$ cat src/design/gkit_pkg.sv
// Shared types and constants for the group key index table.
package gkit_pkg;

   localparam int MaxKeys     = 256;
   localparam int MaxPostings = 1024;
   localparam int KeyIdxW     = $clog2(MaxKeys);
   localparam int KeyCntW     = $clog2(MaxKeys + 1);
   localparam int PostIdxW    = $clog2(MaxPostings);
   localparam int PostCntW    = $clog2(MaxPostings + 1);

   typedef enum logic [1:0] {
      STATUS_OK        = 2'd0,
      STATUS_NOT_FOUND = 2'd1,
      STATUS_FULL      = 2'd2
   } status_type;

   typedef enum logic {
      MODE_INSERT = 1'b0,
      MODE_LOOKUP = 1'b1
   } mode_type;

   typedef struct packed {
      logic               mode;
      logic signed [31:0] key_value;
      logic        [15:0] record_position;
   } req_type;

   typedef struct packed {
      logic [1:0]  status;
      logic [15:0] found_position;
   } rsp_type;

endpackage

$ cat src/design/gkit_req_if.sv
// Valid/ready channel interfaces for request and response words.
interface gkit_req_if;
   logic                 valid;
   logic                 ready;
   logic                 mode;
   logic signed [31:0]   key_value;
   logic        [15:0]   record_position;
   modport source (output valid, mode, key_value, record_position, input ready);
   modport sink   (input valid, mode, key_value, record_position, output ready);
endinterface


$ cat src/design/gkit_front.sv
// Front end: takes request words and queues them for the engine.
module gkit_front (
   input  logic                clock,
   input  logic                reset,
   gkit_req_if.sink            req,
   output gkit_pkg::req_type   q_data,
   output logic                q_valid,
   input  logic                q_pop
);
   localparam int Depth = 2;

   gkit_pkg::req_type mem_ff [Depth];
   logic [0:0] wr_ptr_ff, wr_ptr_in, rd_ptr_ff, rd_ptr_in;
   logic [1:0] cnt_ff, cnt_in;
   logic push;

   assign req.ready = (cnt_ff != 2'(Depth));
   assign push      = req.valid && req.ready;
   assign q_valid   = (cnt_ff != 2'd0);
   assign q_data    = mem_ff[rd_ptr_ff];

   always_comb begin
      wr_ptr_in = wr_ptr_ff + 1'(push);
      rd_ptr_in = rd_ptr_ff + 1'(q_pop);
      cnt_in    = cnt_ff + 2'(push) - 2'(q_pop);
   end

   always_ff @(posedge clock) begin
      if (reset) begin
         wr_ptr_ff <= '0;
         rd_ptr_ff <= '0;
         cnt_ff    <= '0;
      end else begin
         wr_ptr_ff <= wr_ptr_in;
         rd_ptr_ff <= rd_ptr_in;
         cnt_ff    <= cnt_in;
      end
   end

   always_ff @(posedge clock) begin
      if (push) begin
         mem_ff[wr_ptr_ff] <= '{mode: req.mode, key_value: req.key_value,
                                record_position: req.record_position};
      end
   end
endmodule

$ cat src/flat_wrapper.sv
// flat-port wrapper written by rule: the top's interface ports become plain ports
module gkit_front_flat 
  (clock, reset, q_data, q_valid, q_pop, req_valid, req_mode, req_key_value, req_record_position, req_ready);
  gkit_req_if req_i ();
  input  logic clock;
  input  logic reset;
  output gkit_pkg::req_type q_data;
  output logic q_valid;
  input  logic q_pop;
  input wire logic [$bits(req_i.valid)-1:0] req_valid;
  input wire logic [$bits(req_i.mode)-1:0] req_mode;
  input wire logic [$bits(req_i.key_value)-1:0] req_key_value;
  input wire logic [$bits(req_i.record_position)-1:0] req_record_position;
  output wire logic [$bits(req_i.ready)-1:0] req_ready;
  assign req_i.valid = req_valid;
  assign req_i.mode = req_mode;
  assign req_i.key_value = req_key_value;
  assign req_i.record_position = req_record_position;
  assign req_ready = req_i.ready;
  gkit_front u_core (.clock(clock), .reset(reset), .req(req_i), .q_data(q_data), .q_valid(q_valid), .q_pop(q_pop));
endmodule
$ cat config.mk
export PLATFORM = sky130hd
export DESIGN_NAME = gkit_front_flat
export DESIGN_NICKNAME = d
export VERILOG_FILES = /design/src/design/gkit_pkg.sv /design/src/design/gkit_req_if.sv /design/src/design/gkit_front.sv /design/src/flat_wrapper.sv
export SDC_FILE = /design/constraint.sdc
export NUM_CORES = 1
export LEC_CHECK = 0
export BUFFER_PORTS_ARGS = -buffer_cell sky130_fd_sc_hd__buf_2
export CORE_ASPECT_RATIO = 0.7
export CORE_MARGIN = 4
export CORE_UTILIZATION = 38
export CTS_CLUSTER_SIZE = 10
export DETAILED_ROUTE_END_ITERATION = 8
export GPL_ROUTABILITY_DRIVEN = 0
export SLEW_MARGIN = 30
export SYNTH_ARGS = -nofsm -noshare
export SYNTH_HDL_FRONTEND = slang
export SYNTH_SLANG_ARGS = --single-unit
$ cat constraint.sdc
create_clock -name clock -period 4 [get_ports clock]
set_input_delay 0.4 -clock clock [delete_from_list [all_inputs] [get_ports clock]]
set_output_delay 0.4 -clock clock [all_outputs]
set_load 0.005 [all_outputs]
==> metrics.txt <==
Hold Slack 247 ps; fmax between 400 and 500 MHz; DR DRC count 0; Max VDD drop roughly 230 uV; layout cells sized above 1 ~58%; final hold vios 0; FF-to-FF Start u_core.cnt_ff[0]; Avg Inst Size Synth between 20 and 25 um2; sequential power share 54.3%; startpoint type of the worst setup path flip-flop; Slew HR a little under half; H-Tree Depth 3; Required @ worst endpoint approximately 3600 ps; die width roughly 130 um; Switching Fraction between 20% and 30%; RSZ-0062 raised after global routing false; Post-CTS Resized 0; Yosys top cell by area edfxtp_1; Clock Power Share between 30 and 40%; Post-Layout Cell Count approximately 420; leading post-synthesis cells by cell area edfxtp_1 (79%), mux2_2 (14%), dfxtp_1 (2.1%); Hold WC Path Type in2reg; crit-path max FO 38; Hold Buf Count CTS 0; hold path start req_key_value[21]; Setup WS post-layout roughly 1700 ps; cell count after synthesis 177; Logic pwr share between 10% and 20%; Max Slew Vio Count 0; setup bufs post-CTS 0; Detailed Place HPWL about 4300 um; Root Driver clkbuf_16; Vias around 1,900; Setup WS pre-CTS between 1500 and 2000 ps; Die Height 91.1 um; Fin Setup TNS 0 ps; crit path DAT 1860 ps; vias in the first global route ~2,000; GR Overflow Total 0; CTS max path bufs 2; total power ~2.4 mW; mapped cell area between 0.003 and 0.004 mm2; outcome complete, no violations; final cycle utilization of the critical path 56.5%; Worst-Skew Late Latency 340 ps; minimum clock period between 2000 and 2500 ps; top cell type's share of synthesized area a little under 80%; Synthesis Warnings 0; die area between 0.01 and 0.015 mm2; pin count of the biggest net entering global routing 39; CP endpoint kind primary output; initial antenna violation count 0; # setup viols final 0; Port Buffers 103; vias per inst approximately 4.5; first-pass GRT wire length about 10,000 um; Cells after DPL 405; cell internal pwr 1.91 mW; Leakage ~1.8 nW; post-route ant nets 0; CTS Sinks a little over 100; most frequent cells in the layout buf_2 (103), edfxtp_1 (98), mux2_2 (45); I/O pin cnt 104; cts bufs inserted 9; Synth Register Bits a little over 100; DRT Wirelength approximately 6700 um; Setup Skew ~4.7 ps; Slew @ Worst Pin 813 ps; crit path from u_core.rd_ptr_ff; Unique masters post-synth 20; DR iter-0 viols 68; Final nets roughly 340; Worst-path clk slew roughly 60 ps; DR pass1 iterations 4; routed len/inst between 15 and 20 um; GRT Total Usage roughly an eighth; PwrDens 516 mW/mm2; Synth-to-Final Area Change 25.7%; core area around 0.0096 mm2; post-synthesis sequential area ratio between 80% and 90%; commonest non-fill, non-tap cell in the layout buf_2; CTS tree done; Antenna Cells 0; critical path class reg2out; Rows 30; switching pwr 0.516 mW; initial core utilization 38.8%; max-cap violations 0; post-synthesis net count between 200 and 250
==> layer usage <==
| metal | track usage [%] | up-vias | part of all wire, % |
|---|---|---|---|
| met5 | 0 | - | 0 |
| met4 | 4.02 | 0 | 1.3 |
| met3 | 6.11 | 8 | 9.3 |
| met2 | 17.2 | 74 | 43 |
| met1 | 16.1 | 901 | 46 |
| li1 | - | 911 | - |
==> state kept, by name (all words and copies together), names as in the netlist <==
signal	cells
u_core.cnt_ff	2
u_core.mem_ff	98
u_core.rd_ptr_ff	1
u_core.wr_ptr_ff	1
==> kinds of logic (layout without fill, tap and decap cells) <==
kind of cell,after synthesis,count (layout),share of synthesized area (%)
buf+inv,8,124,1.00
flops,102,102,80.7
xor+xnor,1,1,0.234
simple gates,11,11,1.74
compound gates,2,2,0.334
fa+ha+maj,2,2,0.668
mux,51,51,15.3
==> worst paths after layout <==
path	cells after the start	endpoint	slack (ps)
setup / recovery	3	q_data[15]	1740
hold reg to reg	3	u_core.wr_ptr_ff	580
hold / removal	1	u_core.mem_ff[1][37]	250
setup reg to reg	4	u_core.mem_ff[0][17]	1830
==> per-stage QoR <==
| step | util [%] | area, um2 |
|---|---|---|
| final | 48.8 | 4710 |
| after CTS | 48.7 | 4700 |
| after global routing | 48.8 | 4710 |
| after global placement | 45.8 | 4420 |
| after floorplan | - | 3740 |
| after detailed placement | 45.8 | 4420 |
==> final cells by class <==
class | count | area, um2
inverters | 2 | 7.51
fillers | 833 | 4940
repair buffers | 106 | 538
clock inverters | 4 | 47.5
flip-flops and latches | 102 | 3030
well taps | 128 | 160
multi-input cells | 67 | 692
clock buffers | 12 | 236
==> cell usage after synthesis, drive strengths merged <==
cell type / n
nor2b: 2
and3: 1
nand2b: 1
nor2: 3
a21o: 1
buf: 6
nand3: 1
mux2: 50
edfxtp: 98
dfxtp: 4
ha: 2
and2: 1
inv: 2
nand2: 1
a21oi: 1
xnor2: 1
or2: 1
mux2i: 1
==> power by group through the flow <==
stage	registers [mW]	clock network [mW]	logic, mW
after floorplan	1.32	0	0.166
after global placement	1.34	0	0.289
after detailed placement	1.35	0	0.292
after CTS	1.32	0.854	0.295
after global routing	1.33	0.909	0.319
final	1.32	0.825	0.287
==> critical path: stages, from the launching register on <==
cell and delay, ps:
dfxtp_4 690, buf_4 320, mux2_2 370, buf_2 130
(Power assumes the default switching activity.)
